File: src/sv/mrrc_pkg.sv
// ----------------------------------------------------------------------------
// mrrc_pkg: shared types and constants for the Modbus RTU reply checker
// Event codes, status codes, register indexes, result word and CRC step.
// ----------------------------------------------------------------------------
package mrrc_pkg;

  // receive buffer limit and derived byte counter width
  localparam int RX_LIMIT = 256;
  localparam int CNT_W    = $clog2(RX_LIMIT + 1);

  // CRC-16/MODBUS, reflected
  localparam logic [15:0] CRC_INIT = 16'hFFFF;
  localparam logic [15:0] CRC_POLY = 16'hA001;

  // shortest frame that can carry address, function and CRC
  localparam logic [CNT_W-1:0] MIN_FRAME = CNT_W'(4);
  localparam int              HEAD_N    = 3;

  typedef enum logic [2:0] {
    OP_RX_BYTE = 3'd0,
    OP_GAP     = 3'd1,
    OP_TIMEOUT = 3'd2,
    OP_OVERRUN = 3'd3,
    OP_TX_DONE = 3'd4
  } op_t;

  typedef enum logic [2:0] {
    ST_OK       = 3'd0,
    ST_EXC      = 3'd1,
    ST_MISMATCH = 3'd2,
    ST_RESEND   = 3'd3,
    ST_LINKFAIL = 3'd4
  } status_t;

  typedef enum logic [1:0] {
    CFG_SLAVE_ADDR    = 2'd0,
    CFG_EXPECTED_FUNC = 2'd1,
    CFG_MAX_RETRIES   = 2'd2
  } cfg_idx_t;

  typedef enum logic {
    PH_IDLE = 1'b0,
    PH_RECV = 1'b1
  } phase_t;

  // one result word
  typedef struct packed {
    status_t          status;
    logic [7:0]       exception_code;
    logic [CNT_W-1:0] byte_count;
    logic             overflow;
    logic [3:0]       retries_used;
  } res_t;

  // one byte through the CRC, bit at a time
  function automatic logic [15:0] crc16_byte(input logic [15:0] crc, input logic [7:0] b);
    logic [15:0] c;
    c = crc ^ {8'h00, b};
    for (int k = 0; k < 8; k++) begin
      c = c[0] ? ((c >> 1) ^ CRC_POLY) : (c >> 1);
    end
    return c;
  endfunction

endpackage

File: src/sv/mrrc_engine.sv
// ----------------------------------------------------------------------------
// mrrc_engine: reply checker state and result logic
// Holds running CRC, byte count, head bytes, retry count and phase; judges
// the reply on gap, timeout, overrun or buffer limit.
// ----------------------------------------------------------------------------
module mrrc_engine
  import mrrc_pkg::*;
(
  input  logic       clk,
  input  logic       rst_n,
  input  logic       fire,
  input  logic [2:0] op,
  input  logic [7:0] rx_byte,
  input  logic [7:0] slave_addr,
  input  logic [6:0] expected_func,
  input  logic [3:0] max_retries,
  output logic       res_vld,
  output res_t       res
);

  logic [15:0]      crc_r, crc_nxt;
  logic [CNT_W-1:0] cnt_r, cnt_nxt;
  logic [7:0]       head_r   [HEAD_N];
  logic [7:0]       head_nxt [HEAD_N];
  logic [3:0]       retry_r, retry_nxt;
  phase_t           phase_r, phase_nxt;
  logic             ovf_r, ovf_nxt;

  logic    recv;
  logic    room;
  logic    frame_bad;
  logic    retry_left;
  status_t judge_st;
  logic [7:0] judge_exc;

  assign recv       = (phase_r == PH_RECV);
  assign room       = (cnt_r < CNT_W'(RX_LIMIT - 1));
  assign frame_bad  = (head_r[0] != slave_addr) || (cnt_r < MIN_FRAME) || (crc_r != 16'h0000);
  assign retry_left = (retry_r < max_retries);

  // judge the function byte
  always_comb begin
    judge_exc = 8'h00;
    if (head_r[1][7]) begin
      judge_st  = ST_EXC;
      judge_exc = head_r[2];
    end else if (head_r[1] != {1'b0, expected_func}) begin
      judge_st = ST_MISMATCH;
    end else begin
      judge_st = ST_OK;
    end
  end

  // next state
  always_comb begin
    crc_nxt   = crc_r;
    cnt_nxt   = cnt_r;
    head_nxt  = head_r;
    retry_nxt = retry_r;
    phase_nxt = phase_r;
    ovf_nxt   = ovf_r;
    if (fire) begin
      unique case (op)
        OP_TX_DONE: begin
          crc_nxt   = CRC_INIT;
          cnt_nxt   = '0;
          head_nxt  = '{default: 8'h00};
          ovf_nxt   = 1'b0;
          phase_nxt = PH_RECV;
        end
        OP_RX_BYTE: begin
          if (recv) begin
            if (room) begin
              if (cnt_r < CNT_W'(HEAD_N)) head_nxt[cnt_r[1:0]] = rx_byte;
              crc_nxt = crc16_byte(crc_r, rx_byte);
              cnt_nxt = cnt_r + CNT_W'(1);
            end else begin
              ovf_nxt   = 1'b1;
              phase_nxt = PH_IDLE;
            end
          end
        end
        OP_OVERRUN: begin
          if (recv) begin
            ovf_nxt   = 1'b1;
            phase_nxt = PH_IDLE;
          end
        end
        OP_TIMEOUT: begin
          if (recv) begin
            phase_nxt = PH_IDLE;
            retry_nxt = retry_left ? retry_r + 4'd1 : 4'd0;
          end
        end
        OP_GAP: begin
          if (recv) begin
            phase_nxt = PH_IDLE;
            if (frame_bad) retry_nxt = retry_left ? retry_r + 4'd1 : 4'd0;
            else           retry_nxt = 4'd0;
          end
        end
        default: ;
      endcase
    end
  end

  // result word
  always_comb begin
    res_vld            = 1'b0;
    res.status         = ST_OK;
    res.exception_code = 8'h00;
    res.byte_count     = cnt_r;
    res.overflow       = ovf_nxt;
    res.retries_used   = retry_nxt;
    if (fire && recv) begin
      unique case (op)
        OP_RX_BYTE, OP_OVERRUN: begin
          if (op == OP_OVERRUN || !room) begin
            res_vld            = 1'b1;
            res.status         = judge_st;
            res.exception_code = judge_exc;
          end
        end
        OP_TIMEOUT: begin
          res_vld    = 1'b1;
          res.status = retry_left ? ST_RESEND : ST_LINKFAIL;
        end
        OP_GAP: begin
          res_vld = 1'b1;
          if (frame_bad) begin
            res.status = retry_left ? ST_RESEND : ST_LINKFAIL;
          end else begin
            res.status         = judge_st;
            res.exception_code = judge_exc;
          end
        end
        default: ;
      endcase
    end
  end

  // state registers
  always_ff @(posedge clk) begin
    if (!rst_n) begin
      crc_r   <= CRC_INIT;
      cnt_r   <= '0;
      head_r  <= '{default: 8'h00};
      retry_r <= 4'd0;
      phase_r <= PH_IDLE;
      ovf_r   <= 1'b0;
    end else begin
      crc_r   <= crc_nxt;
      cnt_r   <= cnt_nxt;
      head_r  <= head_nxt;
      retry_r <= retry_nxt;
      phase_r <= phase_nxt;
      ovf_r   <= ovf_nxt;
    end
  end

endmodule

File: src/sv/modbus_rtu_reply_checker_top.sv
// ----------------------------------------------------------------------------
// modbus_rtu_reply_checker_top: Modbus RTU reply checker, master side
// A result word is registered in the result register when its event word,
// held in the input register, is processed.
// Throughput: one event word per cycle; a result word held by out_stall
// stalls the input, with one event word waiting in the input register.
// Reset (rst_n, synchronous): idle, CRC 0xFFFF, counts cleared, registers
// at slave 1, function 3, three retries.
// ----------------------------------------------------------------------------
module modbus_rtu_reply_checker_top
  import mrrc_pkg::*;
(
  input  logic             clk,
  input  logic             rst_n,
  // event words
  input  logic             in_valid,
  output logic             in_stall,
  input  logic [2:0]       in_op,
  input  logic [7:0]       in_rx_byte,
  // result words
  output logic             out_valid,
  input  logic             out_stall,
  output logic [2:0]       out_status,
  output logic [7:0]       out_exception_code,
  output logic [CNT_W-1:0] out_byte_count,
  output logic             out_overflow,
  output logic [3:0]       out_retries_used,
  // register writes
  input  logic             cfg_valid,
  output logic             cfg_ready,
  input  logic [1:0]       cfg_index,
  input  logic [7:0]       cfg_data
);

  logic       in_vld_r;
  logic [2:0] in_op_r;
  logic [7:0] in_byte_r;
  logic [7:0] slave_addr_r;
  logic [6:0] expected_func_r;
  logic [3:0] max_retries_r;
  logic       out_vld_r;
  res_t       out_r;
  logic       fire;
  logic       res_vld;
  res_t       res;

  // handshake: process held word when the result register can take it
  assign fire      = in_vld_r && (!out_vld_r || !out_stall);
  assign in_stall  = in_vld_r && !fire;
  assign cfg_ready = 1'b1;

  // input register
  always_ff @(posedge clk) begin
    if (!rst_n) begin
      in_vld_r <= 1'b0;
    end else if (!in_stall) begin
      in_vld_r <= in_valid;
    end
  end

  always_ff @(posedge clk) begin
    if (in_valid && !in_stall) begin
      in_op_r   <= in_op;
      in_byte_r <= in_rx_byte;
    end
  end

  // configuration registers
  always_ff @(posedge clk) begin
    if (!rst_n) begin
      slave_addr_r    <= 8'd1;
      expected_func_r <= 7'd3;
      max_retries_r   <= 4'd3;
    end else if (cfg_valid && cfg_ready) begin
      unique case (cfg_index)
        CFG_SLAVE_ADDR:    slave_addr_r    <= cfg_data;
        CFG_EXPECTED_FUNC: expected_func_r <= cfg_data[6:0];
        CFG_MAX_RETRIES:   max_retries_r   <= cfg_data[3:0];
        default: ;
      endcase
    end
  end

  mrrc_engine u_engine (
    .clk           (clk),
    .rst_n         (rst_n),
    .fire          (fire),
    .op            (in_op_r),
    .rx_byte       (in_byte_r),
    .slave_addr    (slave_addr_r),
    .expected_func (expected_func_r),
    .max_retries   (max_retries_r),
    .res_vld       (res_vld),
    .res           (res)
  );

  // result register
  always_ff @(posedge clk) begin
    if (!rst_n) begin
      out_vld_r <= 1'b0;
    end else if (fire && res_vld) begin
      out_vld_r <= 1'b1;
    end else if (!out_stall) begin
      out_vld_r <= 1'b0;
    end
  end

  always_ff @(posedge clk) begin
    if (fire && res_vld) out_r <= res;
  end

  assign out_valid          = out_vld_r;
  assign out_status         = out_r.status;
  assign out_exception_code = out_r.exception_code;
  assign out_byte_count     = out_r.byte_count;
  assign out_overflow       = out_r.overflow;
  assign out_retries_used   = out_r.retries_used;

  // exception code only travels with an exception reply
  a_exc_code: assert property (@(posedge clk) disable iff (!rst_n)
    out_vld_r && (out_r.status != ST_EXC) |-> out_r.exception_code == 8'h00)
    else $error("exception code set on a non-exception result");

  // link failure clears the retry count, a resend leaves it nonzero
  a_retry_fail: assert property (@(posedge clk) disable iff (!rst_n)
    out_vld_r && (out_r.status == ST_LINKFAIL) |-> out_r.retries_used == 4'd0)
    else $error("link failure with retries left in count");

  a_retry_resend: assert property (@(posedge clk) disable iff (!rst_n)
    out_vld_r && (out_r.status == ST_RESEND) |-> out_r.retries_used != 4'd0)
    else $error("resend without a counted retry");

  // an overflowed frame is judged on its function byte only
  a_ovf_judge: assert property (@(posedge clk) disable iff (!rst_n)
    out_vld_r && out_r.overflow |->
      (out_r.status == ST_OK) || (out_r.status == ST_EXC) || (out_r.status == ST_MISMATCH))
    else $error("overflowed frame went through retry path");

endmodule
File: config.mk
export PLATFORM = sky130hd
export DESIGN_NAME = modbus_rtu_reply_checker_top
export DESIGN_NICKNAME = d
export VERILOG_FILES = /design/src/sv/mrrc_pkg.sv /design/src/sv/mrrc_engine.sv /design/src/sv/modbus_rtu_reply_checker_top.sv
export SDC_FILE = /design/constraint.sdc
export NUM_CORES = 1
export LEC_CHECK = 0
export BUFFER_PORTS_ARGS = -buffer_cell sky130_fd_sc_hd__buf_2
export CAP_MARGIN = 40
export CORE_AREA = 3 3 103 105
export DETAILED_ROUTE_END_ITERATION = 8
export DIE_AREA = 0 0 106 108
export PLACE_DENSITY = 0.81
export SLEW_MARGIN = 20
export SYNTH_ARGS = -nofsm -noshare
export SYNTH_HDL_FRONTEND = slang
export SYNTH_SLANG_ARGS = --single-unit
File: constraint.sdc
create_clock -name clk -period 2.45 [get_ports clk]
set_input_delay 0.3675 -clock clk [delete_from_list [all_inputs] [get_ports clk]]
set_output_delay 0.3675 -clock clk [all_outputs]
set_load 0.02 [all_outputs]
# Word level (Yosys, flattened, before mapping)
# Index checks and enable logic that the tools add are counted.
dict set report totals {
  input_bits 26
  mem_bits_rw 0
  romBits 0
  reg_bits 112
  latch_bits 0
  mem_count 0
}
dict set report classes {
  n_eq_ne 12
  mux 49
  bitwise 10
  n_div 0
  n_mul 0
  n_lt_le_gt_ge 6
  reduce_logical 29
  add_sub_neg 2
  shift 0
}
# operator n
set ops {}
lappend ops {{two-way mux 16 bit} 10}
lappend ops {{two-way mux 24 bit} 3}
lappend ops {{case mux 24 bit (2 select lines)} 1}
lappend ops {{case mux 16 bit (2 select lines)} 1}
lappend ops {{NOT 2 -> 3 bit} 9}
lappend ops {{bitwise mux 24 bit} 1}
lappend ops {{two-way mux 8 bit} 3}
lappend ops {{two-way mux 4 bit} 5}
lappend ops {{two-way mux 9 bit} 2}
lappend ops {{case mux 9 bit (2 select lines)} 1}
lappend ops {{demux 8 bit (select 2 bit)} 1}
lappend ops {{case mux 8 bit (2 select lines)} 1}
lappend ops {{nonzero test 16 bit} 1}
lappend ops {{XOR 16 x 8 -> 16 bit} 1}
lappend ops {{two-way mux 11 bit} 1}
lappend ops {{two-way mux 1 bit} 10}
lappend ops {{adder 9 x 1 -> 9 bit (second input constant)} 1}
lappend ops {{< comparator 9 x 2 -> 1 bit (second input constant)} 1}
lappend ops {{< comparator 9 x 3 -> 1 bit (second input constant)} 1}
lappend ops {{< comparator 9 x 8 -> 1 bit (second input constant)} 1}
lappend ops {{case mux 3 bit (3 select lines)} 1}
lappend ops {{!= test 2 x 1 -> 1 bit (second input constant)} 4}
lappend ops {{!= test 8 x 7 -> 1 bit} 1}
lappend ops {{!= test 8 bit} 1}
lappend ops {{other kinds (26)} 46}

# Logic depth before layout (Yosys ltp)
# Gate-level depths: netlist of the first run.
dict set report logic_depth {
  ltp_word 20
  ltp_mapped 8
}

# By module
# A second synthesis of the first run with hierarchy kept.
dict set report unflattened {
  cells_unflattened 462
  hier_area_um2 4874.7
}
# module seq_area_each_um2 instances area_per_inst_um2 cells_each
set by_module_without_submodules {}
lappend by_module_without_submodules {mrrc_engine 1101.1 1 2950.3 340}
lappend by_module_without_submodules {modbus_rtu_reply_checker_top 1501.4 1 1924.3 122}

# Worst setup path before layout of the first run
# Ideal clock, no wire load.
dict set report synth_timing {
  path_type {reg-to-reg}
  from {reg out_vld_r, in the netlist out_valid}
  to {reg out_r (netlist bit out_byte_count[0]) (enable)}
  setup_ns 0.407
  required_time_ns 2.043
  arrival_time_ns 2.032
  path_buffers 0
  setup_slack_ns 0.011
  synth_period_minus_slack_ns 2.439
  stages_incl_launch_ff 5
  path_cell_list {dfxtp_1 -> a21boi_0 -> and2_1 -> nand2b_1 -> nor2_1}
}
dict set report synth_via {
  elab_chain_cells 6
}
# item line_no
set synth_lines {}
lappend synth_lines {{start, declared} modbus_rtu_reply_checker_top.sv:41} ;# logic out_vld_r;
lappend synth_lines {{start signal, assigned} modbus_rtu_reply_checker_top.sv:100} ;# out_vld_r <= 1'b0;
lappend synth_lines {{start signal, assigned} modbus_rtu_reply_checker_top.sv:102} ;# out_vld_r <= 1'b1;
lappend synth_lines {{start signal, assigned} modbus_rtu_reply_checker_top.sv:104} ;# out_vld_r <= 1'b0;
lappend synth_lines {{logical NOT 1 bit (*)} modbus_rtu_reply_checker_top.sv:48} ;# assign fire = in_vld_r && (!out_vld_r || !out_stall);
lappend synth_lines {{logical OR 1 bit (*)} modbus_rtu_reply_checker_top.sv:48}
lappend synth_lines {{logical AND 1 bit (*)} modbus_rtu_reply_checker_top.sv:48}
lappend synth_lines {{logical AND 1 bit} mrrc_engine.sv:115} ;# if (fire && recv) begin
lappend synth_lines {{two-way mux 1 bit} mrrc_engine.sv:115}
lappend synth_lines {{logical AND 1 bit (*)} modbus_rtu_reply_checker_top.sv:109} ;# if (fire && res_vld) out_r <= res;
lappend synth_lines {{end signal, assigned} modbus_rtu_reply_checker_top.sv:109}
lappend synth_lines {{end, declared} modbus_rtu_reply_checker_top.sv:42} ;# res_t out_r;
# Every way passes the cells marked *; elsewhere a longest branch is shown, timed or not.
# A chain may end at the register's enable or synchronous reset.

# Worst setup path after layout of the first run
dict set report layout_timing {
  from {reg u_engine.cnt_r[5]}
  to {reg out_r (netlist bit out_exception_code[3]), data pin}
}
dict set report layout_via {
  elab_chain_cells 5
}
# item line_no
set layout_lines {}
lappend layout_lines {{start, declared} mrrc_engine.sv:22} ;# logic [CNT_W-1:0] cnt_r, cnt_nxt;
lappend layout_lines {{start signal, assigned} mrrc_engine.sv:153} ;# cnt_r <= cnt_nxt;
lappend layout_lines {{< comparator 9 x 3 -> 1 bit / < comparator 9 x 8 -> 1 bit (equally long branches)} {mrrc_engine.sv:38, mrrc_engine.sv:37}}
lappend layout_lines {{logical OR 1 bit / logical NOT 1 bit (equally long branches)} {mrrc_engine.sv:38, mrrc_engine.sv:118}}
lappend layout_lines {{logical OR 1 bit, on equally long branches} {mrrc_engine.sv:38, mrrc_engine.sv:118}}
lappend layout_lines {{two-way mux 8 bit / two-way mux 11 bit (equally long branches)} {mrrc_engine.sv:130, mrrc_engine.sv:118}}
lappend layout_lines {{case mux 8 bit (2 select lines) (*)} mrrc_engine.sv:116} ;# unique case (op)
# Marks and branches as above.

==> metrics.csv, run 1 <==
metric,value,unit
io_pins,54,
hold_path_class,in -> reg,
fp.coreArea,9730,um^2
antenna_found_initial,0,
slew_headroom,0.636,
end_kind,flip-flop,
gp_congestion,0.876,
powerDensity,614,nW/um^2
hold_ws,0.155,ns
syn_area_per_cell,10.8,um^2
synth-edff-count,36,
htree_levels,3,
netlist_instances,451,
synth.mux.area_fraction,0.0372,
syn_to_final_growth,12.7,%
max_slew.worst_pin.slew,0.547,ns
final_antenna_net_count,0,
dr_wl_met2,4420,um
fin_crit_sh,0.899,
clock_path_buffers,2,
power.leakage,2.06,nW
synth-seq-cells,112,
crit_required,2.60,ns
nets,537,
n_fill_cell,816,
cts_made_buffers,9,
post-route-min-period,2.20,ns
cp-start-kind,flip-flop,
syn_nets,485,
maxCapViolCount,0,
tns,0,ns
die_h,108,um
seq_area_frac_synth,0.537,
core.rowCount,36,
cts.reportedPaths.clkPinSlew,0.11,ns
dp_hpwl,7040,um
die_width,106,um
synth_top_family_by_area,simple AND/OR/NAND/NOR gates,
synth_xor_area_frac,0.0846,
synth-simple-area-share,0.184,
vdd_drop_max,286,uV
critPathKind,reg -> reg,
drc_errors,0,
grt_remaining_overflow,0,
clock-sinks,112,
ys_types,49,
numPortBuffers,52,
arrival,2.35,ns
start_util,0.498,
wl_met3,586,um
clkLatencyLatePin,0.38,ns
tritoncts,built,
wl,9620,um
grt.total_usage,0.174,
final_cell_mix,"dfxtp_1 (76), buf_2 (52), nor2b_1 (40), edfxtp_1 (36), nand2_1 (32)",
first_pass_iters,8,
maxSlewViolCount,0,
drive_gt1_frac,0.175,
wl_per_cell,15.0,um
layout_commonest_cell,dfxtp_1,
grt_pass1_wl,15800,um
drtIter0Drc,240,
synth_compound_area_frac,0.113,
async_reset_ff_frac,0,
maxClockFrequency,454,MHz
antenna_cells,0,
final-setup-viol-count,0,
post_cts_buffers,0,
grt_max_degree,30,
vias,3465,
ys_warn_count,0,
syn_area,4850,um^2
clock-skew-final,0.0134,ns
synth_flop_cell,dfxtp_1,
dieArea,11400,um^2
grt_pass1_vias,3283,
synthAdderAreaFrac,0.0206,
viasPerCell,5.41,
rsz0062_at_grt,no,
clock-root-buffer,clkbuf_8,
status,"finished, final reports clean",
critPathMaxFanout,8,
holdBufCountCts,0,
topRoutingLayerUsed,met4,
hold_violations,0,
wl_met1,4460,um
-- registers in the layout, indices dropped and copies added, names as in the netlist, 3 cells and up --
register,flops
out_status,3
u_engine.cnt_r,9
expected_func_r,7
in_op_r,3
out_exception_code,8
out_retries_used,4
slave_addr_r,8
in_byte_r,8
out_byte_count,9
u_engine.retry_r,4
u_engine.crc_r,16
max_retries_r,4
u_engine.head_r,24
-- layer usage --
layer	up-vias	global-route usage
li1	1701	-
met1	1627	0.229
met2	125	0.281
met3	12	0.0436
met4	0	0.0611
met5	-	0
-- power breakdown --
group          leakage, nW  total (mW)  internal, mW  switching, mW
Sequential           0.957        1.98          1.94         0.0427
Clock                0.104        1.13         0.490          0.639
Combinational        0.995       0.249         0.121          0.129
-- cells in the mapped netlist, drive strengths merged, types with 2 or more instances --
master   n  area, um^2
o21ai   28         151
and3     5        31.3
a21o     3        22.5
nand2   32         120
a21oi    6        30.0
nand4    7        43.8
and2    14        87.6
a21boi   7        52.6
mux2i   18         180
xor2    10        95.1
xnor2   29         269
a41oi    3        26.3
or3      2        12.5
edfxtp  36        1080
nand2b   4        25.0
inv      6        22.5
xnor3    2        46.3
o21a     2        15.0
nor2    21        78.8
clkbuf  12        45.0
nor2b   40         250
a22oi   24         180
nor3b    4        35.0
nor4     7        50.1
nand3   11        55.1
dfxtp   76        1520
buf      8        46.3
nand3b   3        22.5
o211ai   2        15.0
ha       8         100
nor3    11        55.1
-- cells by family (layout without fill, tap and decap cells) --
logic type,Yosys count,in the layout
buffers and inverters,26,83
muxes,18,18
AOI/OAI and AO/OA,81,81
other,1,1
DFF,112,112
adders and majority gates,8,8
xor gates and xnor gates,41,41
and+or+nand+nor,164,164
-- worst paths after layout --
| check | to | slack [ns] | depth (start not counted) | start |
|---|---|---|---|---|
| worst max-delay path | out_exception_code[3]$_SDFFCE_PN0P_ | 0.25 | 6 | u_engine.cnt_r[5]$_SDFFE_PN0P_ |
| worst min-delay path | in_byte_r[7]$_DFFE_PP_ | 0.16 | 1 | in_rx_byte[7] |
| worst max register to register | out_exception_code[3]$_SDFFCE_PN0P_ | 0.25 | 6 | u_engine.cnt_r[5]$_SDFFE_PN0P_ |
| worst min register to register | max_retries_r[0]$_SDFFE_PN1P_ | 0.51 | 2 | max_retries_r[0]$_SDFFE_PN1P_ |
-- metrics by stage --
stage,worst slack [ns],area [um^2],utilization,power (mW),instances
after floorplan,0.0110,4850,-,2.19,451
after global placement,0.293,5260,0.540,2.26,625
after detailed placement,0.228,5260,0.540,2.27,625
after CTS,0.226,5460,0.561,3.38,641
after global routing,0.0569,5470,0.562,3.47,641
final,0.248,5470,0.562,3.36,641
-- critical path, cell delays in order (launching register included) --
cell	delay, ns
dfxtp_1	0.37
or4_1	0.54
nor4_2	0.29
nor4_2	0.12
nor3b_2	0.18
o2111a_1	0.31
and2_1	0.18
-- layout make-up --
| type | count | area (um^2) | area share |
|---|---|---|---|
| multi-input cells | 313 | 2140 | 0.392 |
| clock buffers | 10 | 128 | 0.0233 |
| inverters | 6 | 22.5 | 0.00412 |
| clock inverters | 6 | 78.8 | 0.0144 |
| flip-flops and latches | 112 | 2600 | 0.476 |
| repair buffers | 61 | 328 | 0.0600 |
| well taps | 133 | 166 | 0.0304 |
-- timing repair --
action                                 in CTS  in global routing
gates resized for setup                     0                  1
endpoints found under the hold margin       0                  0
setup endpoints to repair                   0                  7
No activity file was read; power rests on OpenSTA's default activity.
==> inputs of run 2 (changes only) <==
==> constraint.sdc (replaced) <==
create_clock -name clk -period 2.45 [get_ports clk]
set_input_delay 0.1225 -clock clk [delete_from_list [all_inputs] [get_ports clk]]
set_output_delay 0.1225 -clock clk [all_outputs]
set_load 0.02 [all_outputs]
==> run 2 against run 1 <==
Largest power group unchanged. Final area up 2.2%. Via count up 0.20%. Critical path type unchanged. Maximum frequency down 4.4%. Non-clock buffer count up 13. Core utilization up 1.2 points. First-iteration DRC count up 0.83%. Die area unchanged. Critical path depth unchanged.
==> metrics.csv, run 2 (synthesized netlist as in run 1, its figures left out) <==
metric,value,unit
status,"finished, final reports clean",
dp_hpwl,7040,um
nets,550,
start_util,0.498,
fp.coreArea,9730,um^2
maxClockFrequency,434,MHz
die_width,106,um
hold_end,slave_addr_r[7]$_SDFFE_PN0P_,
clkLatencyLatePin,0.37,ns
layout_commonest_cell,dfxtp_1,
drc_errors,0,
end_kind,flip-flop,
numPortBuffers,52,
viasPerCell,5.31,
reg2reg_depth,6,
maxSlewViolCount,0,
cts.reportedPaths.clkPinSlew,0.10,ns
crit_path_top_delay_cell,or4_1,
syn_to_final_growth,15.2,%
maxCapViolCount,0,
rr_startpoint,u_engine.cnt_r[5]$_SDFFE_PN0P_,
antenna_found_initial,0,
rsz0062_at_grt,no,
grt.total_usage,0.177,
r2r_end,out_exception_code[6]$_SDFFCE_PN0P_,
hold_violations,0,
final_antenna_net_count,0,
wl,9650,um
dieArea,11400,um^2
top_register,u_engine.head_r,
grt_max_degree,43,
slowest_delay,0.56,ns
holdPathStages,3,
drive_gt1_frac,0.169,
crit_path_frequent_cell,nor4_2,
clock_path_buffers,2,
antenna_cells,0,
wl_per_cell,14.8,um
min_from,cfg_data[7],
crit_required,2.57,ns
final_cell_mix,"dfxtp_1 (76), buf_2 (52), nor2b_1 (40), edfxtp_1 (36), nand2_1 (32)",
finalPower,3.33,mW
grt_remaining_overflow,0,
post-route-min-period,2.30,ns
cts_made_buffers,9,
drtIter0Drc,242,
grt_pass1_wl,16400,um
hold_path_class,in -> reg,
critPathKind,reg -> reg,
powerDensity,596,nW/um^2
final-setup-viol-count,0,
gp_congestion,0.843,
vias,3472,
worstPathCellList,"or4_1, nor4_2, nor4_2, nor3b_2, o2111a_1, and2_1",
critPathMaxFanout,8,
core.rowCount,36,
io_pins,54,
arrival,2.42,ns
n_fill_cell,845,
clock-root-buffer,clkbuf_8,
slew_headroom,0.578,
htree_levels,3,
power.leakage,2.10,nW
cp-start-kind,flip-flop,
clock-sinks,112,
largest_reg_flops,24,
tritoncts,built,
clock-skew-final,0.0118,ns
die_h,108,um
first_pass_iters,5,
fin_crit_sh,0.940,
max_slew.worst_pin.slew,0.632,ns
grt_pass1_vias,3419,
post_cts_buffers,0,
reg_top3,"u_engine.head_r: 24 flops, u_engine.crc_r: 16 flops",
r2r_slack,0.15,ns
tns,0,ns
vdd_drop_max,369,uV
==> run 2: repair_timing <==
item                                   4_1_cts  5_1_grt
hold buffers                                13        0
setup endpoints to repair                    0       13
gates resized for setup                      0        1
endpoints found under the hold margin       14        0
==> run 2: critical path: cells and delay by family (launching register included) <==
kind | cells | cell delay (ns)
AND/OR/NAND/NOR | 5 | 1.37
flip-flops | 1 | 0.37
AO/OA/AOI/OAI | 1 | 0.31
==> run 2: final cells by class <==
cell class | instances | area, um^2 | area share
Clock buffer | 11 | 131 | 0.0235
Clock inverter | 5 | 66.3 | 0.0119
Inverter | 6 | 22.5 | 0.00403
Multi-Input combinational cell | 313 | 2140 | 0.383
Sequential cell | 112 | 2600 | 0.466
Tap cell | 133 | 166 | 0.0298
Timing Repair Buffer | 74 | 458 | 0.0819
==> run 2: stage by stage <==
stage          setup slack, ns   util  instance area [um^2]  hold slack [ns]  instances
2_1_floorplan           0.0110      -                  4850            0.221        451
3_3_place_gp             0.304  0.540                  5260            0.303        625
3_5_place_dp             0.124  0.540                  5260            0.301        625
4_1_cts                 0.0865  0.574                  5580           0.0168        654
5_1_grt                 0.0153  0.574                  5590           0.0183        654
6_report                 0.148  0.574                  5590           0.0254        654
==> run 2: worst max path at each step <==
stage                                     from                                   to  slack, ns  cells past startpoint
2_1_floorplan           out_valid$_SDFFE_PN0P_          out_byte_count[0]$_DFFE_PP_       0.01                      4
3_3_place_gp    u_engine.cnt_r[5]$_SDFFE_PN0P_  out_exception_code[3]$_SDFFCE_PN0P_       0.30                      6
3_5_place_dp   u_engine.crc_r[12]$_SDFFE_PN1P_       u_engine.retry_r[1]$_SDFF_PN0_       0.12                      6
4_1_cts        u_engine.crc_r[12]$_SDFFE_PN1P_       u_engine.retry_r[1]$_SDFF_PN0_       0.09                      6
5_1_grt        u_engine.crc_r[12]$_SDFFE_PN1P_       u_engine.retry_r[1]$_SDFF_PN0_       0.02                      6
6_report        u_engine.cnt_r[5]$_SDFFE_PN0P_  out_exception_code[6]$_SDFFCE_PN0P_       0.15                      6
==> run 2: power by group <==
group	switching, mW	total [mW]	internal, mW
clock network	0.605	1.09	0.485
registers	0.0408	1.98	1.94
logic	0.128	0.261	0.133
==> run 2: routing by layer <==
layer,global-route usage,part of all wire,wire (um)
met1,0.231,0.44,4250
met2,0.307,0.49,4740
met3,0.0346,0.054,524
met4,0.0426,0.014,136
met5,0,0,0
==> inputs of run 3 (changes only) <==
--- a/config.mk
+++ b/config.mk
@@ -11,6 +11,7 @@
 export DETAILED_ROUTE_END_ITERATION = 8
 export DIE_AREA = 0 0 106 108
 export PLACE_DENSITY = 0.81
+export RECOVER_POWER = 25
 export SLEW_MARGIN = 20
 export SYNTH_ARGS = -nofsm -noshare
 export SYNTH_HDL_FRONTEND = slang
==> run 3 against run 2 <==
The flow now finishes with violations (max-capacitance violations). Final cell count unchanged. Maximum frequency down 0.16%. Total power about the same. Setup slack worse by 0.0037 ns. Worst hold slack worse by 0.0034 ns. Routed wire length up 0.18%. Combinational power about the same. First-iteration DRC count unchanged. Flip-flop and latch count unchanged. Sequential power about the same. Clock-buffer cell count unchanged. Critical path type unchanged. Largest cell class unchanged.
==> metrics.csv, run 3 (synthesized netlist as in run 1, its figures left out) <==
metric,value,unit
numPortBuffers,52,
die_h,108,um
reg_top3,"u_engine.head_r: 24 flops, u_engine.crc_r: 16 flops",
core.rowCount,36,
crit_required,2.57,ns
grt_pass1_wl,16400,um
clkLatencyLatePin,0.37,ns
end_kind,flip-flop,
io_pins,54,
tns,0,ns
final_cell_mix,"dfxtp_1 (76), buf_2 (46), nor2b_1 (40), edfxtp_1 (36), nand2_1 (32)",
internal_power,2.55,mW
clock-sinks,112,
fp.coreArea,9730,um^2
vdd_drop_max,369,uV
final_antenna_net_count,0,
grt_remaining_overflow,0,
maxClockFrequency,434,MHz
maxSlewViolCount,0,
drtIter0Drc,242,
htree_levels,3,
layout_commonest_cell,dfxtp_1,
slew_headroom,0.00701,
switchingPower,775,uW
finalPower,3.33,mW
failed_checks,max-capacitance violations,
maxCapViolCount,1,
hold_violations,0,
grt_max_degree,43,
critPathMaxFanout,8,
wl_per_cell,14.8,um
fin_util,0.573,
grt_pass1_vias,3419,
dieArea,11400,um^2
clock-skew-final,0.0115,ns
antenna_cells,0,
start_util,0.498,
clock_path_buffers,2,
final-setup-viol-count,0,
die_width,106,um
cts_made_buffers,9,
dp_hpwl,7040,um
cts.reportedPaths.clkPinSlew,0.10,ns
post_cts_buffers,0,
wl,9670,um
largest_reg_flops,24,
antenna_found_initial,0,
drc_errors,0,
powerDensity,598,nW/um^2
status,finished with violations,
viasPerCell,5.25,
p_sw_frac,0.233,
comb_power_share,0.078,
nets,550,
cp-start-kind,flip-flop,
tritoncts,built,
drive_gt1_frac,0.152,
post-route-min-period,2.31,ns
arrival,2.43,ns
grt.total_usage,0.177,
fin_crit_sh,0.941,
syn_to_final_growth,14.9,%
clock-root-buffer,clkbuf_8,
critPathKind,reg -> reg,
max_slew.worst_pin.slew,1.49,ns
pwr-share-clk,0.328,
vias,3432,
first_pass_iters,4,
power.leakage,2.07,nW
hold_path_class,in -> reg,
rsz0062_at_grt,no,
p_seq_frac,0.594,
gp_congestion,0.843,
top_register,u_engine.head_r,
[run 3: timing repair]
action	4_1_cts	5_1_grt
endpoints found under the setup margin	0	13
hold endpoints to repair	14	0
hold buffers	13	0
gates resized for setup	0	1
[run 3: power groups by stage]
stage	Sequential, mW	Clock [mW]	Combinational [mW]
finish	1.98	1.09	0.260
detailed placement	2.02	0	0.244
floorplan	2.00	0	0.187
CTS	1.98	1.11	0.261
global route	1.98	1.20	0.289
global placement	2.02	0	0.237
[run 3: final cells by class]
class	count	area, um^2
Inverter	6	22.5
Sequential cell	112	2600
Multi-Input combinational cell	313	2140
Clock buffer	11	131
Tap cell	133	166
Fill cell	853	4160
Timing Repair Buffer	74	439
Clock inverter	5	66.3
[run 3: path summary, 6_finish.rpt]
path | startpoint | endpoint | slack (ns) | cells after the start
worst max-delay path | u_engine.cnt_r[5]$_SDFFE_PN0P_ | out_exception_code[6]$_SDFFCE_PN0P_ | 0.14 | 6
worst min-delay path | cfg_data[7] | slave_addr_r[7]$_SDFFE_PN0P_ | 0.02 | 3
worst max register to register | u_engine.cnt_r[5]$_SDFFE_PN0P_ | out_exception_code[6]$_SDFFCE_PN0P_ | 0.14 | 6
worst min register to register | u_engine.cnt_r[7]$_SDFFE_PN0P_ | out_byte_count[7]$_DFFE_PP_ | 0.50 | 0
[run 3: stage by stage]
step	instances	setup slack, ns	area [um^2]	hold WS, ns
2_1_floorplan	451	0.0110	4850	0.221
3_3_place_gp	625	0.304	5260	0.303
3_5_place_dp	625	0.124	5260	0.301
4_1_cts	654	0.0865	5580	0.0168
5_1_grt	654	0.00894	5570	0.0183
6_report	654	0.144	5570	0.0220
[run 3: worst max-delay path, stage by stage, from the launching register on]
cell	delay, ns
dfxtp_1	0.37
or4_1	0.56
nor4_2	0.30
nor4_2	0.13
nor3b_2	0.19
o2111a_1	0.32
and2_1	0.19
[run 3: layer usage]
metal  vias to the layer above  wire length, um  global-route usage
li1                       1722                -                   -
met1                      1600             4180               0.231
met2                       100             4830               0.307
met3                        10              553              0.0346
met4                         0              104              0.0426
met5                         -                0                   0
